**src/sv/ahpe_pkg.sv**
```systemverilog
// Shared constants, types and byte tables of the half-block pixel encoder.
package ahpe_pkg;

   localparam int MAX_WIDTH = 1024;
   localparam int MAX_ROWS  = 1024;
   localparam int MAX_PAD   = 16;

   localparam int DIM_W   = 11;
   localparam int PAD_W   = 5;
   localparam int CSR_IDX_W = 2;
   localparam int LANES   = 6;
   localparam int LANE_W  = 3;

   localparam logic [CSR_IDX_W-1:0] REG_ROW_WIDTH  = 2'd0;
   localparam logic [CSR_IDX_W-1:0] REG_ROW_COUNT  = 2'd1;
   localparam logic [CSR_IDX_W-1:0] REG_PAD_SPACES = 2'd2;

   localparam logic [DIM_W-1:0] RESET_ROW_WIDTH  = 11'd80;
   localparam logic [DIM_W-1:0] RESET_ROW_COUNT  = 11'd24;
   localparam logic [PAD_W-1:0] RESET_PAD_SPACES = 5'd0;

   localparam logic [7:0] ESC_BYTE   = 8'h1B;
   localparam logic [7:0] SEMI_BYTE  = 8'h3B;
   localparam logic [7:0] SPACE_BYTE = 8'h20;
   localparam logic [7:0] ZERO_BYTE  = 8'h30;
   localparam logic [7:0] LF_BYTE    = 8'h0A;
   localparam logic [7:0] BLOCK_LAST_BYTE = 8'h80;

   typedef struct packed {
      logic [DIM_W-1:0] row_width;
      logic [DIM_W-1:0] row_count;
      logic [PAD_W-1:0] pad_spaces;
   } cfg_type;

   typedef struct packed {
      logic [2:0][3:0] dig;
      logic [1:0]      len;
   } lane_type;

   function automatic logic [DIM_W-1:0] clamp_dim(logic [DIM_W-1:0] v, logic [DIM_W-1:0] hi);
      logic [DIM_W-1:0] r;
      if (v == '0) begin
         r = 11'd1;
      end else if (v > hi) begin
         r = hi;
      end else begin
         r = v;
      end
      return r;
   endfunction

   // ESC [ H
   function automatic logic [7:0] home_byte(logic [2:0] i);
      logic [7:0] b;
      case (i)
         3'd0:    b = ESC_BYTE;
         3'd1:    b = 8'h5B;
         3'd2:    b = 8'h48;
         default: b = 8'h00;
      endcase
      return b;
   endfunction

   // ESC [ 3 8 ; 2 ;
   function automatic logic [7:0] fg_byte(logic [2:0] i);
      logic [7:0] b;
      case (i)
         3'd0:    b = ESC_BYTE;
         3'd1:    b = 8'h5B;
         3'd2:    b = 8'h33;
         3'd3:    b = 8'h38;
         3'd4:    b = SEMI_BYTE;
         3'd5:    b = 8'h32;
         3'd6:    b = SEMI_BYTE;
         default: b = 8'h00;
      endcase
      return b;
   endfunction

   // ; 4 8 ; 2 ;
   function automatic logic [7:0] bg_byte(logic [2:0] i);
      logic [7:0] b;
      case (i)
         3'd0:    b = SEMI_BYTE;
         3'd1:    b = 8'h34;
         3'd2:    b = 8'h38;
         3'd3:    b = SEMI_BYTE;
         3'd4:    b = 8'h32;
         3'd5:    b = SEMI_BYTE;
         default: b = 8'h00;
      endcase
      return b;
   endfunction

   // m, then the upper half block
   function automatic logic [7:0] tail_byte(logic [2:0] i);
      logic [7:0] b;
      case (i)
         3'd0:    b = 8'h6D;
         3'd1:    b = 8'hE2;
         3'd2:    b = 8'h96;
         3'd3:    b = BLOCK_LAST_BYTE;
         default: b = 8'h00;
      endcase
      return b;
   endfunction

   // ESC [ 0 m LF
   function automatic logic [7:0] eol_byte(logic [2:0] i);
      logic [7:0] b;
      case (i)
         3'd0:    b = ESC_BYTE;
         3'd1:    b = 8'h5B;
         3'd2:    b = 8'h30;
         3'd3:    b = 8'h6D;
         3'd4:    b = LF_BYTE;
         default: b = 8'h00;
      endcase
      return b;
   endfunction

endpackage

```
**src/sv/ahpe_req_if.sv**
```systemverilog
// Pixel pair request channel.
interface ahpe_req_if;
   logic       valid;
   logic       ready;
   logic [7:0] top_red;
   logic [7:0] top_green;
   logic [7:0] top_blue;
   logic [7:0] bottom_red;
   logic [7:0] bottom_green;
   logic [7:0] bottom_blue;

   modport source (output valid, top_red, top_green, top_blue,
                   bottom_red, bottom_green, bottom_blue, input ready);
   modport sink   (input valid, top_red, top_green, top_blue,
                   bottom_red, bottom_green, bottom_blue, output ready);
endinterface

```
**src/sv/ahpe_rsp_if.sv**
```systemverilog
// Terminal byte response channel.
interface ahpe_rsp_if;
   logic       valid;
   logic       ready;
   logic [7:0] out_byte;
   logic       run_last;
   logic       frame_last;

   modport source (output valid, out_byte, run_last, frame_last, input ready);
   modport sink   (input valid, out_byte, run_last, frame_last, output ready);
endinterface

```
**src/sv/ahpe_csr_if.sv**
```systemverilog
// Configuration register write channel.
interface ahpe_csr_if;
   logic                              valid;
   logic                              ready;
   logic [ahpe_pkg::CSR_IDX_W-1:0]    index;
   logic [ahpe_pkg::DIM_W-1:0]        data;

   modport source (output valid, index, data, input ready);
   modport sink   (input valid, index, data, output ready);
endinterface

```
**src/sv/ahpe_lane.sv**
```systemverilog
// One color lane: splits a byte into decimal digits, most significant first.
module ahpe_lane (
   input  logic                clock,
   input  logic                load,
   input  logic [7:0]          value,
   output ahpe_pkg::lane_type  result_ff
);

   ahpe_pkg::lane_type result_in;
   logic [1:0]  hund;
   logic [7:0]  hund_val;
   logic [7:0]  rem;
   logic [14:0] prod;
   logic [3:0]  tens;
   logic [7:0]  tens_val;
   logic [3:0]  ones;

   always_comb begin
      if (value >= 8'd200) begin
         hund = 2'd2;
         hund_val = 8'd200;
      end else if (value >= 8'd100) begin
         hund = 2'd1;
         hund_val = 8'd100;
      end else begin
         hund = 2'd0;
         hund_val = 8'd0;
      end
      rem = value - hund_val;
      prod = 15'(rem[6:0]) * 15'd205;
      tens = prod[14:11];
      tens_val = {1'b0, tens, 3'b000} + {3'b000, tens, 1'b0};
      ones = 4'(rem - tens_val);

      if (value >= 8'd100) begin
         result_in.dig = {ones, tens, {2'b00, hund}};
         result_in.len = 2'd3;
      end else if (value >= 8'd10) begin
         result_in.dig = {4'd0, ones, tens};
         result_in.len = 2'd2;
      end else begin
         result_in.dig = {4'd0, 4'd0, ones};
         result_in.len = 2'd1;
      end
   end

   always_ff @(posedge clock) begin
      if (load) begin
         result_ff <= result_in;
      end
   end

endmodule

```
**src/sv/ahpe_seq.sv**
```systemverilog
// Byte sequencer: merges the lane digits and fixed text into the output stream.
module ahpe_seq (
   input  logic                                       clock,
   input  logic                                       reset,
   input  ahpe_pkg::cfg_type                          cfg,
   input  ahpe_pkg::lane_type [ahpe_pkg::LANES-1:0]   lanes,
   ahpe_req_if.sink                                   req_ch,
   ahpe_rsp_if.source                                 rsp_ch
);

   localparam logic [3:0] PH_IDLE = 4'd0;
   localparam logic [3:0] PH_HOME = 4'd1;
   localparam logic [3:0] PH_PAD  = 4'd2;
   localparam logic [3:0] PH_FG   = 4'd3;
   localparam logic [3:0] PH_DIG  = 4'd4;
   localparam logic [3:0] PH_SEP  = 4'd5;
   localparam logic [3:0] PH_BG   = 4'd6;
   localparam logic [3:0] PH_TAIL = 4'd7;
   localparam logic [3:0] PH_EOL  = 4'd8;

   logic [3:0]                       state_ff, state_in;
   logic [ahpe_pkg::PAD_W-1:0]       idx_ff, idx_in;
   logic [ahpe_pkg::LANE_W-1:0]      lane_ff, lane_in;
   logic [ahpe_pkg::PAD_W-1:0]       pad_ff, pad_in;
   logic                             line_end_ff, line_end_in;
   logic                             frame_end_ff, frame_end_in;
   logic [ahpe_pkg::DIM_W-1:0]       col_ff, col_in;
   logic [ahpe_pkg::DIM_W-1:0]       row_ff, row_in;
   logic                             rsp_valid_ff, rsp_valid_in;
   logic [7:0]                       byte_ff;
   logic                             run_last_ff;
   logic                             frame_last_ff;

   logic [ahpe_pkg::DIM_W-1:0]       width_eff;
   logic [ahpe_pkg::DIM_W-1:0]       height_eff;
   logic [ahpe_pkg::PAD_W-1:0]       pad_eff;
   logic                             line_end;
   logic                             frame_end;
   logic                             accept;
   logic                             advance;
   logic [7:0]                       byte_sel;
   logic                             last_sel;
   logic                             frame_sel;
   ahpe_pkg::lane_type               cur_lane;

   assign req_ch.ready = (state_ff == PH_IDLE);
   assign accept = req_ch.valid && req_ch.ready;
   assign advance = (state_ff != PH_IDLE) && (!rsp_valid_ff || rsp_ch.ready);
   assign cur_lane = lanes[lane_ff];

   always_comb begin
      width_eff = ahpe_pkg::clamp_dim(cfg.row_width, 11'(ahpe_pkg::MAX_WIDTH));
      height_eff = ahpe_pkg::clamp_dim(cfg.row_count, 11'(ahpe_pkg::MAX_ROWS));
      pad_eff = (cfg.pad_spaces > 5'(ahpe_pkg::MAX_PAD)) ? 5'(ahpe_pkg::MAX_PAD)
                                                          : cfg.pad_spaces;
      line_end = ({1'b0, col_ff} + 12'd1) >= {1'b0, width_eff};
      frame_end = line_end && (({1'b0, row_ff} + 12'd1) >= {1'b0, height_eff});
   end

   always_comb begin
      state_in = state_ff;
      idx_in = idx_ff;
      lane_in = lane_ff;
      pad_in = pad_ff;
      line_end_in = line_end_ff;
      frame_end_in = frame_end_ff;
      col_in = col_ff;
      row_in = row_ff;
      byte_sel = 8'h00;
      last_sel = 1'b0;
      frame_sel = 1'b0;

      unique case (state_ff)
         PH_IDLE: begin
            if (accept) begin
               idx_in = '0;
               lane_in = '0;
               pad_in = (col_ff == '0) ? pad_eff : '0;
               line_end_in = line_end;
               frame_end_in = frame_end;
               if (col_ff == '0 && row_ff == '0) begin
                  state_in = PH_HOME;
               end else if (col_ff == '0 && pad_eff != '0) begin
                  state_in = PH_PAD;
               end else begin
                  state_in = PH_FG;
               end
               if (line_end) begin
                  col_in = '0;
                  row_in = frame_end ? '0 : row_ff + 11'd1;
               end else begin
                  col_in = col_ff + 11'd1;
               end
            end
         end
         PH_HOME: begin
            byte_sel = ahpe_pkg::home_byte(idx_ff[2:0]);
            if (advance) begin
               if (idx_ff == 5'd2) begin
                  idx_in = '0;
                  state_in = (pad_ff != '0) ? PH_PAD : PH_FG;
               end else begin
                  idx_in = idx_ff + 5'd1;
               end
            end
         end
         PH_PAD: begin
            byte_sel = ahpe_pkg::SPACE_BYTE;
            if (advance) begin
               if (idx_ff + 5'd1 == pad_ff) begin
                  idx_in = '0;
                  state_in = PH_FG;
               end else begin
                  idx_in = idx_ff + 5'd1;
               end
            end
         end
         PH_FG: begin
            byte_sel = ahpe_pkg::fg_byte(idx_ff[2:0]);
            if (advance) begin
               if (idx_ff == 5'd6) begin
                  idx_in = '0;
                  lane_in = '0;
                  state_in = PH_DIG;
               end else begin
                  idx_in = idx_ff + 5'd1;
               end
            end
         end
         PH_DIG: begin
            byte_sel = ahpe_pkg::ZERO_BYTE + {4'd0, cur_lane.dig[idx_ff[1:0]]};
            if (advance) begin
               if (idx_ff[1:0] + 2'd1 == cur_lane.len) begin
                  idx_in = '0;
                  if (lane_ff == 3'd2) begin
                     state_in = PH_BG;
                  end else if (lane_ff == 3'(ahpe_pkg::LANES - 1)) begin
                     state_in = PH_TAIL;
                  end else begin
                     state_in = PH_SEP;
                  end
               end else begin
                  idx_in = idx_ff + 5'd1;
               end
            end
         end
         PH_SEP: begin
            byte_sel = ahpe_pkg::SEMI_BYTE;
            if (advance) begin
               lane_in = lane_ff + 3'd1;
               state_in = PH_DIG;
            end
         end
         PH_BG: begin
            byte_sel = ahpe_pkg::bg_byte(idx_ff[2:0]);
            if (advance) begin
               if (idx_ff == 5'd5) begin
                  idx_in = '0;
                  lane_in = 3'd3;
                  state_in = PH_DIG;
               end else begin
                  idx_in = idx_ff + 5'd1;
               end
            end
         end
         PH_TAIL: begin
            byte_sel = ahpe_pkg::tail_byte(idx_ff[2:0]);
            last_sel = (idx_ff == 5'd3) && !line_end_ff;
            if (advance) begin
               if (idx_ff == 5'd3) begin
                  idx_in = '0;
                  state_in = line_end_ff ? PH_EOL : PH_IDLE;
               end else begin
                  idx_in = idx_ff + 5'd1;
               end
            end
         end
         PH_EOL: begin
            byte_sel = ahpe_pkg::eol_byte(idx_ff[2:0]);
            last_sel = (idx_ff == 5'd4);
            frame_sel = (idx_ff == 5'd4) && frame_end_ff;
            if (advance) begin
               if (idx_ff == 5'd4) begin
                  idx_in = '0;
                  state_in = PH_IDLE;
               end else begin
                  idx_in = idx_ff + 5'd1;
               end
            end
         end
         default: begin
            state_in = PH_IDLE;
         end
      endcase
   end

   always_comb begin
      if (advance) begin
         rsp_valid_in = 1'b1;
      end else if (rsp_ch.ready) begin
         rsp_valid_in = 1'b0;
      end else begin
         rsp_valid_in = rsp_valid_ff;
      end
   end

   always_ff @(posedge clock) begin
      if (reset) begin
         state_ff <= PH_IDLE;
         idx_ff <= '0;
         lane_ff <= '0;
         pad_ff <= '0;
         line_end_ff <= 1'b0;
         frame_end_ff <= 1'b0;
         col_ff <= '0;
         row_ff <= '0;
         rsp_valid_ff <= 1'b0;
      end else begin
         state_ff <= state_in;
         idx_ff <= idx_in;
         lane_ff <= lane_in;
         pad_ff <= pad_in;
         line_end_ff <= line_end_in;
         frame_end_ff <= frame_end_in;
         col_ff <= col_in;
         row_ff <= row_in;
         rsp_valid_ff <= rsp_valid_in;
      end
   end

   always_ff @(posedge clock) begin
      if (advance) begin
         byte_ff <= byte_sel;
         run_last_ff <= last_sel;
         frame_last_ff <= frame_sel;
      end
   end

   assign rsp_ch.valid = rsp_valid_ff;
   assign rsp_ch.out_byte = byte_ff;
   assign rsp_ch.run_last = run_last_ff;
   assign rsp_ch.frame_last = frame_last_ff;

endmodule

```
**src/sv/ansi_halfblock_pixel_encoder_core.sv**
```systemverilog
// Top level of the half-block pixel encoder: registers, color lanes, sequencer.
//
//   channel   dir   beat
//   req_ch    in    one pixel pair: top and bottom RGB bytes
//   rsp_ch    out   one terminal byte with run_last and frame_last
//   csr_ch    in    one register write: index and data
//
// The sequencer emits one byte per clock into the output register while rsp_ch
// does not stall.
// Reset clears the column and row counters and loads width 80, rows 24, pad 0.
// A stall on rsp_ch holds the sequencer; req_ch is ready between pixel pairs.
// csr_ch is always ready.
module ansi_halfblock_pixel_encoder_core (
   input  logic         clock,
   input  logic         reset,
   ahpe_req_if.sink     req_ch,
   ahpe_rsp_if.source   rsp_ch,
   ahpe_csr_if.sink     csr_ch
);

   ahpe_pkg::cfg_type                         cfg_ff, cfg_in;
   ahpe_pkg::lane_type [ahpe_pkg::LANES-1:0]  lane_res;
   logic [ahpe_pkg::LANES-1:0][7:0]           colors;
   logic                                      req_accept;

   assign csr_ch.ready = 1'b1;
   assign req_accept = req_ch.valid && req_ch.ready;
   assign colors = {req_ch.bottom_blue, req_ch.bottom_green, req_ch.bottom_red,
                    req_ch.top_blue, req_ch.top_green, req_ch.top_red};

   always_comb begin
      cfg_in = cfg_ff;
      if (csr_ch.valid && csr_ch.ready) begin
         unique case (csr_ch.index)
            ahpe_pkg::REG_ROW_WIDTH:  cfg_in.row_width = csr_ch.data;
            ahpe_pkg::REG_ROW_COUNT:  cfg_in.row_count = csr_ch.data;
            ahpe_pkg::REG_PAD_SPACES: cfg_in.pad_spaces = csr_ch.data[ahpe_pkg::PAD_W-1:0];
            default:                  cfg_in = cfg_ff;
         endcase
      end
   end

   always_ff @(posedge clock) begin
      if (reset) begin
         cfg_ff.row_width <= ahpe_pkg::RESET_ROW_WIDTH;
         cfg_ff.row_count <= ahpe_pkg::RESET_ROW_COUNT;
         cfg_ff.pad_spaces <= ahpe_pkg::RESET_PAD_SPACES;
      end else begin
         cfg_ff <= cfg_in;
      end
   end

   for (genvar g = 0; g < ahpe_pkg::LANES; g++) begin : g_lane
      ahpe_lane u_lane (
         .clock     (clock),
         .load      (req_accept),
         .value     (colors[g]),
         .result_ff (lane_res[g])
      );
   end

   ahpe_seq u_seq (
      .clock  (clock),
      .reset  (reset),
      .cfg    (cfg_ff),
      .lanes  (lane_res),
      .req_ch (req_ch),
      .rsp_ch (rsp_ch)
   );

endmodule

```
**src/flat_wrapper.sv**
```systemverilog
// flat-port wrapper written by rule: the top's interface ports become plain ports
module ansi_halfblock_pixel_encoder_core_flat 
  (clock, reset, req_ch_valid, req_ch_top_red, req_ch_top_green, req_ch_top_blue, req_ch_bottom_red, req_ch_bottom_green, req_ch_bottom_blue, req_ch_ready, rsp_ch_valid, rsp_ch_out_byte, rsp_ch_run_last, rsp_ch_frame_last, rsp_ch_ready, csr_ch_valid, csr_ch_index, csr_ch_data, csr_ch_ready);
  ahpe_req_if req_ch_i ();
  ahpe_rsp_if rsp_ch_i ();
  ahpe_csr_if csr_ch_i ();
  input  logic clock;
  input  logic reset;
  input wire logic [$bits(req_ch_i.valid)-1:0] req_ch_valid;
  input wire logic [$bits(req_ch_i.top_red)-1:0] req_ch_top_red;
  input wire logic [$bits(req_ch_i.top_green)-1:0] req_ch_top_green;
  input wire logic [$bits(req_ch_i.top_blue)-1:0] req_ch_top_blue;
  input wire logic [$bits(req_ch_i.bottom_red)-1:0] req_ch_bottom_red;
  input wire logic [$bits(req_ch_i.bottom_green)-1:0] req_ch_bottom_green;
  input wire logic [$bits(req_ch_i.bottom_blue)-1:0] req_ch_bottom_blue;
  output wire logic [$bits(req_ch_i.ready)-1:0] req_ch_ready;
  output wire logic [$bits(rsp_ch_i.valid)-1:0] rsp_ch_valid;
  output wire logic [$bits(rsp_ch_i.out_byte)-1:0] rsp_ch_out_byte;
  output wire logic [$bits(rsp_ch_i.run_last)-1:0] rsp_ch_run_last;
  output wire logic [$bits(rsp_ch_i.frame_last)-1:0] rsp_ch_frame_last;
  input wire logic [$bits(rsp_ch_i.ready)-1:0] rsp_ch_ready;
  input wire logic [$bits(csr_ch_i.valid)-1:0] csr_ch_valid;
  input wire logic [$bits(csr_ch_i.index)-1:0] csr_ch_index;
  input wire logic [$bits(csr_ch_i.data)-1:0] csr_ch_data;
  output wire logic [$bits(csr_ch_i.ready)-1:0] csr_ch_ready;
  assign req_ch_i.valid = req_ch_valid;
  assign req_ch_i.top_red = req_ch_top_red;
  assign req_ch_i.top_green = req_ch_top_green;
  assign req_ch_i.top_blue = req_ch_top_blue;
  assign req_ch_i.bottom_red = req_ch_bottom_red;
  assign req_ch_i.bottom_green = req_ch_bottom_green;
  assign req_ch_i.bottom_blue = req_ch_bottom_blue;
  assign req_ch_ready = req_ch_i.ready;
  assign rsp_ch_valid = rsp_ch_i.valid;
  assign rsp_ch_out_byte = rsp_ch_i.out_byte;
  assign rsp_ch_run_last = rsp_ch_i.run_last;
  assign rsp_ch_frame_last = rsp_ch_i.frame_last;
  assign rsp_ch_i.ready = rsp_ch_ready;
  assign csr_ch_i.valid = csr_ch_valid;
  assign csr_ch_i.index = csr_ch_index;
  assign csr_ch_i.data = csr_ch_data;
  assign csr_ch_ready = csr_ch_i.ready;
  ansi_halfblock_pixel_encoder_core u_core (.clock(clock), .reset(reset), .req_ch(req_ch_i), .rsp_ch(rsp_ch_i), .csr_ch(csr_ch_i));
endmodule
```
**config.mk**
```make
export PLATFORM = sky130hd
export DESIGN_NAME = ansi_halfblock_pixel_encoder_core_flat
export DESIGN_NICKNAME = d
export VERILOG_FILES = /design/src/sv/ahpe_pkg.sv /design/src/sv/ahpe_req_if.sv /design/src/sv/ahpe_rsp_if.sv /design/src/sv/ahpe_csr_if.sv /design/src/sv/ahpe_lane.sv /design/src/sv/ahpe_seq.sv /design/src/sv/ansi_halfblock_pixel_encoder_core.sv /design/src/flat_wrapper.sv
export SDC_FILE = /design/constraint.sdc
export NUM_CORES = 1
export LEC_CHECK = 0
export ABC_AREA = 1
export BUFFER_PORTS_ARGS = -buffer_cell sky130_fd_sc_hd__clkbuf_2
export CORE_UTILIZATION = 60
export CTS_BUF_LIST = sky130_fd_sc_hd__clkbuf_2
export CTS_CLUSTER_SIZE = 25
export DETAILED_ROUTE_END_ITERATION = 10
export MAX_ROUTING_LAYER = met4
export PLACE_DENSITY_LB_ADDON = 0.15
export SYNTH_ARGS = -nofsm -noshare
export SYNTH_HDL_FRONTEND = slang
export SYNTH_HIERARCHICAL = 1
export SYNTH_SLANG_ARGS = --single-unit
```
**constraint.sdc**
```tcl
create_clock -name clock -period 7.2 [get_ports clock]
set_input_delay 0.72 -clock clock [delete_from_list [all_inputs] [get_ports clock]]
set_output_delay 0.72 -clock clock [all_outputs]
set_load 0.05 [all_outputs]
```
==> results of run 1 <==
==> final cells by class <==
class                   count  area [µm²]  area share [%]
clock buffers              17        85.1           0.470
clock inverters            15         181            1.00
multi-input cells        1619       11100            61.4
inverters                 430        1620            8.93
diodes                      1        2.50          0.0138
well taps                 378         473            2.61
flip-flops and latches    163        4200            23.2
repair buffers             81         415            2.30
==> final timing paths <==
check                                            start                                    to  slack, ns
worst max-delay path                 req_ch_top_red[3]  u_core/g_lane[0].u_lane/result_ff[5]       1.47
worst min register to register        u_core/cfg_ff[8]                      u_core/cfg_ff[8]       0.52
worst min-delay path                    csr_ch_data[5]                     u_core/cfg_ff[10]       0.19
worst max register to register  u_core/u_seq/idx_ff[0]                u_core/u_seq/idx_ff[2]       3.87
==> layout by cell type, fill, tap and decap left out, types with 4 or more instances in the layout <==
cell type / synthesis / final
inv_2: 30 / 31
a21oi_2: 9 / 9
nor3_2: 5 / 5
o22ai_1: 30 / 30
edfxtp_1: 94 / 94
ha_1: 281 / 281
nand2_2: 43 / 43
nor2_1: 272 / 272
xor2_2: 4 / 4
xnor2_1: 25 / 25
fa_1: 54 / 54
or2_2: 4 / 4
a211o_1: 6 / 6
nor2_4: 4 / 4
xor2_1: 37 / 37
or2_1: 7 / 7
nand4_1: 31 / 31
nor3_1: 13 / 13
nor2_2: 27 / 27
nand3_1: 106 / 106
clkbuf_2: 0 / 94
dfxtp_1: 69 / 69
inv_1: 392 / 391
nand3b_1: 10 / 10
o21a_1: 6 / 6
nor4_1: 7 / 7
buf_4: 5 / 4
nand2_1: 410 / 410
a21oi_1: 72 / 72
o211ai_1: 4 / 4
nand3_2: 18 / 18
o221ai_1: 11 / 11
inv_8: 0 / 4
clkinv_1: 7 / 7
o21ai_0: 80 / 80
inv_6: 0 / 6
o21ai_1: 13 / 13
==> flip-flops by register name, indices dropped and copies added (netlist names) <==
name / count
u_core/g_lane.u_lane/result_ff: 84
u_core/cfg_ff: 27
u_core/u_seq/col_ff: 11
u_core/u_seq/row_ff: 11
u_core/u_seq/rsp_ch.out_byte: 8
u_core/u_seq/idx_ff: 5
u_core/u_seq/pad_ff: 5
u_core/u_seq/state_ff: 4
u_core/u_seq/lane_ff: 3
u_core/u_seq/frame_end_ff: 1
u_core/u_seq/line_end_ff: 1
u_core/u_seq/rsp_ch.frame_last: 1
u_core/u_seq/rsp_ch.run_last: 1
u_core/u_seq/rsp_ch.valid: 1
==> metal layers <==
layer / wire [µm] / vias to the layer above
li1: - / 7394
met1: 17200 / 6601
met2: 18000 / 359
met3: 1700 / 48
met4: 694 / 0
met5: 0 / -
==> through the flow <==
step / std cells / total power, mW / worst slack [ns] / cell area [µm²] / hold WS [ns]
2_1_floorplan: 2253 / 5.82 / 1.19 / 17100 / 0.451
3_3_place_gp: 2671 / 6.75 / 0.836 / 17800 / 0.474
3_5_place_dp: 2671 / 6.94 / 0.634 / 17800 / 0.487
4_1_cts: 2703 / 7.52 / 1.52 / 18100 / 0.120
5_1_grt: 2704 / 8.38 / 1.06 / 18100 / 0.131
6_report: 2704 / 7.48 / 1.47 / 18100 / 0.186
==> report_power, final <==
group          internal [mW]  total (mW)  switching, mW
clock                  0.177       0.545          0.368
combinational           2.01        5.36           3.35
sequential              1.44        1.57          0.133
total                   3.63        7.48           3.85
==> cells by family after synthesis <==
family / Yosys count
other: 1
adder cells (fa/ha/maj): 335
AO/OA/AOI/OAI: 253
flip-flops: 163
AND/OR/NAND/NOR: 961
XOR/XNOR: 69
buffers and inverters: 471
==> worst register-to-register path, cell delays in order (launching register included) <==
cell and delay [ns]:
dfxtp_1 0.86, clkinv_1 0.72, ha_1 0.62, xnor2_1 0.14
nand3_1 0.09, nor2_1 0.11, nand3_1 0.13, a21oi_4 0.22
nand2_1 0.16, nand3_1 0.11, a21oi_1 0.06
==> run_results.csv, run 1 <==
group,metric,value,unit
routing,wire_per_inst,13.9,µm
grt,met1_usage,35.3,%
synth,synth_top_family_by_area,"adder cells",
routing,first_pass_iters,7,
outcome,status,"finished clean",
worst_setup_path,critPathMaxStageDelay,0.50,ns
synth,netlist_instances,2253,
timing,max_freq,175,MHz
grt,antenna_found_initial,1,
clocking,cts_tree,"done",
clocking,cts_hold_buf,0,
synth,yosysTopAreaCell,"ha_1",
layout,syn2layout_area_growth,5.49,%
clocking,cts_resized,0,
worst_setup_path,critPathLaunchType,"primary input",
synth,avgSynthCellArea,7.61,µm²
routing,routed_wl,37600,µm
routing,ant_nets,0,
grt,grt-ovfl-total,0,
routing,routed_via_density,5.33,
synth,ys_ff_latch,163,
synth,synth_ff_type,"edfxtp_1",
worst_setup_path,cp_num_buf_inv,8,
timing,rsz0062_at_grt,"false",
layout,fillerInstances,2564,
synth,yosys.cell_count.top_type,"nand2_1",
clocking,htreeDepth,4,
die,ios,79,
clocking,cts.sinks,163,
grt,grt_pass1_wl,63300,µm
grt,grt.met3_usage,2.91,%
die,start_util,61.4,%
grt,grt_pass1_vias,13800,
synth,synthAdderAreaFrac,26.8,%
timing,drv_slew,0,
routing,drc,0,
die,die_x,171,µm
timing,hold_violations,0,
grt,grtUsageMet2,46.4,%
synth,synthTopCellsByCount,"410 x nand2_1, 392 x inv_1, 281 x ha_1",
worst_setup_path,worst_path_dominant_cell_family,"adder cells",
timing,skew,0.0467,ns
worst_setup_path,cpMostUsedCell,"nand2_1",
die,die-area,0.0293,mm²
worst_setup_path,path_depth,37,
hold_path,hold_class,"in -> reg",
synth,synth_xor_area_share,3.87,%
timing,worst_pin_slew,1.07,ns
routing,vias,14400,
die,core,0.0279,mm²
grt,grt-busiest-layer,"met2",
clocking,clk_pin_slew,0.28,ns
placement,hpwlAfterDp,30700,µm
layout,drive_gt1_share,11.7,%
job,maxCapViolCount,0,
clocking,cts_setup_buffers,0,
routing,drt_iter0_markers,1135,
grt,grt_max_degree,85,
die,fp.dieH,171,µm
timing,relSlewSlack,28.9,%
hold_path,min_path_cells,3,
clocking,cts_made_buffers,17,
synth,synth_edf_count,94,
synth,synth.cell_area,0.0171,mm²
die,rows,61,
synth,synth_nets,2654,
worst_setup_path,cpMaxStageDelayCell,"fa_1",
worst_setup_path,cp-end-kind,"flip-flop",
layout,fin_util,64.8,%
timing,finalCritPeriodShare,79.6,%
pwr,power.density_cell_area,413,mW/mm²
synth,synth_top_area_share,20.5,%
synth,synth_simple_gate_area_share,25.0,%
worst_setup_path,worst-endpoint-required,7.77,ns
synth,synthArstFlopShare,0,%
worst_setup_path,critPathArrivalTime,6.30,ns
clocking,clock-root-buffer,"clkbuf_2",
worst_setup_path,worstRegToRegCells,10,
placement,io_buffer_count,77,
pwr,ir_worst_vdd,0.299,mV
pwr,leakage,9.51,nW
layout,nets,2713,
grt,track_usage,27.6,%
synth,synth_compound_area_share,9.06,%
timing,finalSetupViolations,0,
clocking,cts_buffer_depth,2,
synth,ys_top_cells_by_area,"ha_1 21%, edfxtp_1 16%, nand2_1 9.0%",
synth,ys_seq_area_share,24.5,%
synth,synth.lib_cells_used.distinct,55,
worst_setup_path,critPathMaxFanout,11,
worst_setup_path,crit_type,"in -> reg",
synth,muxShareOfSynthArea,0,%
timing,fin_crit,5.73,ns
clocking,insertion_delay,0.75,ns
timing,setup-tns-final,0,ns
placement,gp_congestion,0.930,
synth,ys_warn_count,6,
Note: power is estimated with default switching activity, not from simulation.
==> inputs of run 2 (changes only) <==
==> constraint.sdc (replaced) <==
create_clock -name clock -period 5.3 [get_ports clock]
set_input_delay 0.53 -clock clock [delete_from_list [all_inputs] [get_ports clock]]
set_output_delay 0.53 -clock clock [all_outputs]
set_load 0.05 [all_outputs]
==> run 2 against run 1 <==
Clock power is 30% higher. Register-to-register slack worse by 2.0 ns. Final area grew 11%. Global-route usage grew 1.5 points. First-iteration DRC count is 3.6% lower. Non-clock buffer count increased by 218. Routed wire length increased by 7.0%. Die area stayed put. Worst setup slack lost 1.3 ns.
==> run_results.csv, run 2 (synthesis results as in run 1) <==
group,metric,value,unit
timing,finalCritPeriodShare,97.5,%
routing,first_pass_iters,6,
timing,setup-tns-final,0,ns
die,start_util,61.4,%
clocking,insertion_delay,0.79,ns
placement,io_buffer_count,77,
routing,routed_wl,40200,µm
clocking,cts_buffer_depth,2,
die,ios,79,
timing,fin_crit,5.17,ns
layout,largest_reg_flops,84,
layout,fillerInstances,2297,
grt,antenna_found_initial,1,
layout,final_common_cell,"nand2_1",
layout,nets,2931,
timing,hold_violations,0,
timing,relSlewSlack,31.0,%
routing,ant_nets,0,
worst_setup_path,critPathMaxFanout,3,
worst_setup_path,cpMaxStageDelayCell,"fa_1",
job,maxCapViolCount,0,
pwr,leakage,10.6,nW
grt,grt_pass1_wl,66900,µm
pwr,p_total,11.8,mW
routing,drt_iter0_markers,1094,
clocking,cts_made_buffers,17,
clocking,cts_tree,"done",
clocking,htreeDepth,4,
worst_setup_path,crit_type,"in -> reg",
layout,top_register,"u_core/g_lane.u_lane/result_ff",
worst_setup_path,rrSetupSlack,1.90,ns
routing,vias,15500,
grt,grt_max_degree,49,
routing,routed_via_density,5.29,
timing,finalSetupViolations,0,
outcome,status,"finished clean",
routing,drc,0,
worst_setup_path,critPathArrivalTime,5.76,ns
grt,track_usage,29.1,%
die,rows,61,
pwr,power.density_cell_area,589,mW/mm²
grt,grt_pass1_vias,14900,
layout,layout_common_cells,"400 x nand2_1, 385 x inv_1, 272 x ha_1, 258 x nor2_1, 210 x buf_4",
pwr,ir_worst_vdd,0.542,mV
placement,gp_congestion,0.950,
worst_setup_path,cp-end-kind,"flip-flop",
placement,hpwlAfterDp,32800,µm
worst_setup_path,cpMostUsedCell,"nand2_1",
timing,skew,0.0481,ns
worst_setup_path,critPathMaxStageDelay,0.50,ns
clocking,clk_pin_slew,0.29,ns
layout,syn2layout_area_growth,17.1,%
die,core,0.0279,mm²
timing,setup_ws,0.133,ns
routing,wire_per_inst,13.8,µm
die,die_x,171,µm
timing,worst_pin_slew,1.03,ns
worst_setup_path,critPathLaunchType,"primary input",
layout,drive_gt1_share,21.5,%
layout,biggestRegsByFlops,"u_core/g_lane.u_lane/result_ff (84), u_core/cfg_ff (27)",
die,fp.dieH,171,µm
timing,drv_slew,0,
timing,max_freq,194,MHz
placement,dp_slack,-0.680,ns
grt,grt-ovfl-total,0,
worst_setup_path,worst-endpoint-required,5.89,ns
clocking,cts.sinks,163,
hold_path,hold_class,"in -> reg",
clocking,clock-root-buffer,"clkbuf_2",
die,die-area,0.0293,mm²
## run 2: cell count changes in the layout (fill, tap and decap cells not counted), moves of 9 or more
cell           previous run  this run
ha_1                    281       272
dlygate4sd3_1             0        12
nand2_1                 410       400
nand2_2                  43        53
nor2_1                  272       258
buf_4                     4       210
## run 2: worst max-delay path, delay by kind of cell
kind                     cells  cell delay (ns)
buffers and inverters        6             0.40
XOR/XNOR                     4             0.83
adder cells (fa/ha/maj)      8             2.54
AO/OA/AOI/OAI                1             0.13
AND/OR/NAND/NOR             17             1.32
## run 2: final cells by class
| class | instances | area (µm²) | share of cell area [%] |
|---|---|---|---|
| sequential | 163 | 4200 | 20.9 |
| clock inverter | 15 | 174 | 0.866 |
| inverter | 430 | 1640 | 8.15 |
| clock buffer | 17 | 85.1 | 0.424 |
| multi-input combinational | 1619 | 11400 | 56.9 |
| timing repair buffer | 299 | 2080 | 10.4 |
| antenna | 1 | 2.50 | 0.0125 |
| tap | 378 | 473 | 2.36 |
## run 2: report_power, final
part	internal, mW	switching (mW)	leakage [nW]
Combinational	3.96	5.01	8.99
Sequential	1.96	0.192	1.45
Clock	0.164	0.542	0.154
## run 2: metal layers
layer	wire length (µm)	vias up	track usage [%]
met3	1780	82	3.52
met1	17500	7134	35.1
met5	0	-	-
li1	-	7849	-
met4	881	0	9.08
met2	20000	389	50.5
## run 2: path summary, 6_finish.rpt
path | from | endpoint | depth (start not counted)
max | req_ch_top_red[4] | u_core/g_lane[0].u_lane/result_ff[5] | 36
min | csr_ch_index[0] | u_core/cfg_ff[8] | 3
max reg2reg | u_core/u_seq/idx_ff[0] | u_core/u_seq/idx_ff[4] | 10
min reg2reg | u_core/cfg_ff[4] | u_core/u_seq/pad_ff[4] | 2
## run 2: stage by stage
step / hold slack (ns) / instance area [µm²] / cells / util (%)
2_1_floorplan: 0.451 / 17400 / 2253 / -
3_3_place_gp: 0.476 / 19600 / 2873 / 70.1
3_5_place_dp: 0.474 / 19600 / 2873 / 70.1
4_1_cts: 0.00264 / 20000 / 2917 / 71.4
5_1_grt: 0.00432 / 20100 / 2922 / 71.9
6_report: 0.0930 / 20100 / 2922 / 71.9
## run 2: what timing repair did
item	4_1_cts	5_1_grt
hold buffers	12	0
setup buffers	0	4
setup endpoints to repair	0	19
endpoints found under the hold margin	21	0
resized for setup	0	24
